==> src/rtl/rmth_pkg.sv <==
package rmth_pkg;

    localparam int HEAP_DEPTH  = 512;
    localparam int SAMPLE_BITS = 16;
    localparam int ADDR_BITS   = $clog2(HEAP_DEPTH);
    localparam int SIZE_BITS   = $clog2(HEAP_DEPTH + 1);
    localparam int COUNT_BITS  = SIZE_BITS + 1;
    localparam int MED_BITS    = SAMPLE_BITS + 1;

    localparam logic OP_INSERT = 1'b0;
    localparam logic OP_CLEAR  = 1'b1;

    typedef struct packed {
        logic                          operation;
        logic signed [SAMPLE_BITS-1:0] sample;
    } rmth_in_t;

    typedef struct packed {
        logic signed [MED_BITS-1:0] median_doubled;
        logic [9:0]                 sample_count;
        logic                       rejected;
    } rmth_out_t;

    typedef enum logic [2:0] {
        DP_NONE,
        DP_LOAD,
        DP_CLEAR,
        DP_PUSH,
        DP_POP,
        DP_MEDIAN
    } rmth_op_t;

    typedef struct packed {
        rmth_op_t op;
        logic     heap_sel;
        logic     use_moved;
    } rmth_cmd_t;

    typedef struct packed {
        logic                 done;
        logic                 full;
        logic [1:0]           count_class;
        logic                 goes_upper;
        logic                 lower_heavy;
        logic                 upper_heavy;
    } rmth_status_t;

endpackage

==> src/rtl/rmth_ctrl.sv <==
module rmth_ctrl (
    input  logic                   clk,
    input  logic                   rst_n,
    input  logic                   start,
    input  rmth_pkg::rmth_in_t     in_item,
    input  rmth_pkg::rmth_status_t status,
    output rmth_pkg::rmth_cmd_t    cmd,
    output logic                   busy,
    output logic                   strobe,
    output logic                   rejected
);
    import rmth_pkg::*;

    typedef enum logic [3:0] {
        C_IDLE,
        C_DECIDE,
        C_WAIT_PUSH,
        C_SECOND,
        C_WAIT_MOVE_POP,
        C_WAIT_MOVE_PUSH,
        C_PUSH_LOWER,
        C_BALANCE,
        C_MEDIAN,
        C_REPORT,
        C_WAIT_CLR
    } state_t;

    state_t    state_reg;
    rmth_cmd_t cmd_reg;
    logic      busy_reg, strobe_reg, rej_reg, final_reg, src_upper_reg;

    always_ff @(posedge clk or negedge rst_n)
    begin
        if (!rst_n)
        begin
            state_reg     <= C_IDLE;
            cmd_reg       <= '{op: DP_NONE, heap_sel: 1'b0, use_moved: 1'b0};
            busy_reg      <= 1'b0;
            strobe_reg    <= 1'b0;
            rej_reg       <= 1'b0;
            final_reg     <= 1'b0;
            src_upper_reg <= 1'b0;
        end
        else
        begin
            cmd_reg    <= '{op: DP_NONE, heap_sel: 1'b0, use_moved: 1'b0};
            strobe_reg <= 1'b0;
            case (state_reg)
                C_IDLE:
                begin
                    rej_reg <= 1'b0;
                    if (start)
                    begin
                        busy_reg <= 1'b1;
                        if (in_item.operation == OP_CLEAR)
                        begin
                            cmd_reg.op <= DP_CLEAR;
                            state_reg  <= C_WAIT_CLR;
                        end
                        else
                        begin
                            state_reg <= C_DECIDE;
                        end
                    end
                end
                C_WAIT_CLR:
                begin
                    state_reg <= C_REPORT;
                end
                C_DECIDE:
                begin
                    if (status.full)
                    begin
                        rej_reg   <= 1'b1;
                        state_reg <= C_REPORT;
                    end
                    else if (status.count_class == 2'd1 && !status.goes_upper)
                    begin
                        cmd_reg       <= '{op: DP_POP, heap_sel: 1'b0, use_moved: 1'b0};
                        src_upper_reg <= 1'b0;
                        final_reg     <= 1'b0;
                        state_reg     <= C_WAIT_MOVE_POP;
                    end
                    else
                    begin
                        cmd_reg <= '{op: DP_PUSH,
                                     heap_sel: (status.count_class != 2'd0) && status.goes_upper,
                                     use_moved: 1'b0};
                        state_reg <= C_WAIT_PUSH;
                    end
                end
                C_WAIT_PUSH:
                begin
                    if (status.done)
                    begin
                        state_reg <= C_BALANCE;
                    end
                end
                C_WAIT_MOVE_POP:
                begin
                    if (status.done)
                    begin
                        cmd_reg <= '{op: DP_PUSH, heap_sel: ~src_upper_reg,
                                     use_moved: 1'b1};
                        state_reg <= C_WAIT_MOVE_PUSH;
                    end
                end
                C_WAIT_MOVE_PUSH:
                begin
                    if (status.done)
                    begin
                        state_reg <= final_reg ? C_BALANCE : C_PUSH_LOWER;
                    end
                end
                C_PUSH_LOWER:
                begin
                    cmd_reg   <= '{op: DP_PUSH, heap_sel: 1'b0, use_moved: 1'b0};
                    final_reg <= 1'b1;
                    state_reg <= C_WAIT_PUSH;
                end
                C_BALANCE:
                begin
                    final_reg <= 1'b1;
                    if (status.lower_heavy || status.upper_heavy)
                    begin
                        cmd_reg <= '{op: DP_POP, heap_sel: status.upper_heavy,
                                     use_moved: 1'b0};
                        src_upper_reg <= status.upper_heavy;
                        state_reg     <= C_WAIT_MOVE_POP;
                    end
                    else
                    begin
                        cmd_reg.op <= DP_MEDIAN;
                        state_reg  <= C_MEDIAN;
                    end
                end
                C_MEDIAN:
                begin
                    state_reg <= C_REPORT;
                end
                C_REPORT:
                begin
                    strobe_reg <= 1'b1;
                    busy_reg   <= 1'b0;
                    state_reg  <= C_IDLE;
                end
                default:
                begin
                    state_reg <= C_IDLE;
                end
            endcase
        end
    end

    // The sample is captured at the accepting edge, while it is still valid.
    always_comb
    begin
        cmd = cmd_reg;
        if (state_reg == C_IDLE && start)
        begin
            cmd.op = DP_LOAD;
        end
    end

    assign busy     = busy_reg;
    assign strobe   = strobe_reg;
    assign rejected = rej_reg;

endmodule

==> config.mk <==
export PLATFORM = sky130hd
export DESIGN_NAME = rmth_ctrl
export DESIGN_NICKNAME = d
export VERILOG_FILES = /design/src/rtl/rmth_pkg.sv /design/src/rtl/rmth_ctrl.sv
export SDC_FILE = /design/constraint.sdc
export NUM_CORES = 1
export LEC_CHECK = 0
export BUFFER_PORTS_ARGS = -buffer_cell sky130_fd_sc_hd__buf_2
export CORE_ASPECT_RATIO = 1.4
export CORE_MARGIN = 2
export CORE_UTILIZATION = 35
export DETAILED_ROUTE_END_ITERATION = 10
export PLACE_DENSITY_LB_ADDON = 0.1
export SYNTH_ARGS = -nofsm -noshare
export SYNTH_HDL_FRONTEND = slang
export SYNTH_SLANG_ARGS = --single-unit
export TNS_END_PERCENT = 5
==> constraint.sdc <==
create_clock -name clk -period 1.6 [get_ports clk]
set_input_delay 0.32 -clock clk [delete_from_list [all_inputs] [get_ports clk]]
set_output_delay 0.32 -clock clk [all_outputs]
set_load 0.1 [all_outputs]
==> out/qor.txt <==
Max Cap Viol: 0
IO Pins: 35
Max reg flops: 5
Initial antenna violation count: 0
Fin cells: 145
Unrepaired setup endpoints after global routing: true
Critical-path cell list: nor2_4 -> nand3_4 -> and2_4 -> buf_12
Final net count: 150
Die width: 45.82 µm
Final Critical Period: 1.614 ns
CP arrival: 1.29 ns
Reg2Reg Depth: 6
Setup skew after layout: 0.007857 ns
Yosys warns: 0
Post-synth ARST share: 1.000
Buffer levels on the longest clock path: 2
CP Max Fanout: 4
Die Y-Extent: 62.55 µm
Post-synth top flop: dfrtp_1
Outcome: complete, but fails checks
Kind of critical path: flop to output port
Worst path max stage delay: 0.42 ns
Avg Inst Size Synth: 9.316 µm²
Largest net degree at the start of global routing: 17
Wire length of the first global-routing pass: 3.443 mm
Failing checks: setup timing
Number of synthesized flops with an enable pin: 0
Share of the yosys chip area belonging to registers: 0.4088
Layout Area Growth over Synthesis: 36.93%
N_diodes: 0
Buf/Inv on CP: 1
Dpl cells: 133
CTS tree: built
Crit start category: flop
Final Cycle Share: 1.009
Port Buf Inserts: 18
Pwr Density: 2189 nW/µm²
Total GRT Usage: 0.1621
Setup violators final: 2
Layout cell share with drive strength beyond 1: 0.4262
Worst min path class: input pin to flop
Area share of the largest cell type after synthesis: 0.4088
Vias in the first global route: 726
Worst Tran Pin Value: 0.4897 ns
Die footprint: 2866 µm²
Synth area leaders: dfrtp_1 (41%), a21oi_1 (4.1%), nand2b_1 (3.6%)
Worst-Skew Late Latency: 0.29 ns
Netlist cell types: 35
Hold Crit Start: status[6]
Slew Viols, Final: 0
Mapped Cells: 92
Clk sinks: 14
# rows: 21
First drt pass iteration count: 4
R2r startpoint: state_reg[1]
Final Hold Viols: 0
Core ar.: 2365 µm²
Starting Density: 0.3624
Cell leakage power: 0.5568 nW
Worst-path clk slew: 0.10 ns
FF+latch count, synth: 14
# DRC: 0
RePlAce Congestion: 0.7761
R2r setup slk: 0.04 ns
Synthesized area: 857.1 µm²
DP HPWL: 1.564 mm
Pre-CTS WS: 0.1164 ns
Overflow after GRT: 0
Crit. End Element: output port
Clock root buffer: clkbuf_4
Inserted Clock Buffers: 3
Worst path slowest cell: dfrtp_1
Via Count: 817
Drt initial violations: 29
Antenna Nets Post-Route: 0
DRT Wirelength: 2.154 mm
Max frequency: 619.5 MHz
Clock H-tree levels: 1
Hold Path Sink: state_reg[2]
Crit-path leading delay family: simple AND/OR/NAND/NOR gates
Rel. slew slack: 0.6758
Yosys top cell by area: dfrtp_1
R2r endpoint: state_reg[2]
Required @ worst endpoint: 1.28 ns
Worst setup margin: -0.01409 ns
Worst vdd ir: 1.116 mV
Vias per cell: 5.634
Hold path depth: 2
WL per Instance: 14.86 µm
Syn nets: 119
==> layout make-up <==
type	count	area, µm²
repair buffers	32	242.7
multi-input cells	68	500.5
fillers	233	1191
well taps	23	28.78
inverters	4	15.01
clock buffers	4	36.28
flip-flops and latches	14	350.3
==> cells by family after synthesis <==
family | share of synthesized area
simple gates | 0.3036
buf+inv | 0.06861
compound gates | 0.2190
flops | 0.4088
==> worst max-delay path by stage <==
stage                       from      to  slack (ns)  cells after the start
finish              state_reg[3]  cmd[4]       -0.01                      4
global route        state_reg[3]  cmd[3]       -0.05                      4
CTS                 state_reg[1]  cmd[4]       -0.03                      4
detailed placement  state_reg[2]  cmd[3]        0.12                      4
global placement    state_reg[2]  cmd[4]         0.1                      4
floorplan           state_reg[0]  cmd[2]       -0.03                      4
==> metrics by stage <==
stage | power [mW] | util | hold WS (ns) | setup TNS [ns] | area, µm²
2_1_floorplan | 1.676 | - | 0.02441 | -0.08571 | 862.1
3_3_place_gp | 2.051 | 0.4344 | 0.2333 | 0 | 1027
3_5_place_dp | 2.067 | 0.4344 | 0.2363 | 0 | 1027
4_1_cts | 2.487 | 0.4804 | 0.3236 | -0.06495 | 1136
5_1_grt | 2.709 | 0.4963 | 0.3335 | -0.2009 | 1174
6_report | 2.569 | 0.4963 | 0.3376 | -0.02801 | 1174
==> synth_stat cells, types with 3 or more instances <==
cell type,instances
dfrtp_1,14
nor2_1,5
nand2_1,6
inv_1,3
o21ai_1,3
nand3_1,4
nand2b_1,5
nor2b_1,3
buf_4,3
a21oi_1,7
a21o_1,3
==> routing by layer <==
layer / vias to the layer above / global-route usage / share of wire
met2: 36 / 0.2465 / 0.55
met4: 0 / 0.06429 / 0.014
met5: - / 0 / 0
li1: 395 / - / -
met3: 4 / 0.03179 / 0.052
met1: 382 / 0.2200 / 0.38
==> power breakdown <==
part / leakage [nW] / internal [mW] / switching [mW]
logic: 0.357 / 0.677 / 1.08
clock network: 0.0210 / 0.139 / 0.127
registers: 0.179 / 0.476 / 0.0673
total: 0.557 / 1.29 / 1.28
==> placed cells by master (no fill, tap or decap), types with 2 or more instances in the layout <==
cell type / instances
inv_1: 3
o211ai_1: 2
a21o_1: 3
nor2b_1: 3
nand3_1: 3
nor2_1: 4
buf_4: 13
o21ai_1: 2
a21oi_1: 7
o21bai_1: 2
clkbuf_4: 3
buf_2: 15
dfrtp_1: 14
o311ai_1: 2
and2_4: 2
nand4_1: 2
nand2b_1: 4
nand2_1: 6
buf_12: 3
and2b_1: 2
nor2_4: 2
a21oi_2: 2
and3_1: 2
==> repair_timing <==
| item | CTS | global route |
|---|---|---|
| gates cloned | 0 | 0 |
| pin swaps | 5 | 2 |
| endpoints found under the hold margin | 14 | 0 |
| hold buffers | 1 | 0 |
| setup endpoints to repair | 3 | 6 |
| resized for setup | 4 | 6 |
| buffers inserted | 7 | 1 |
Note: power is estimated with default switching activity, not from simulation.
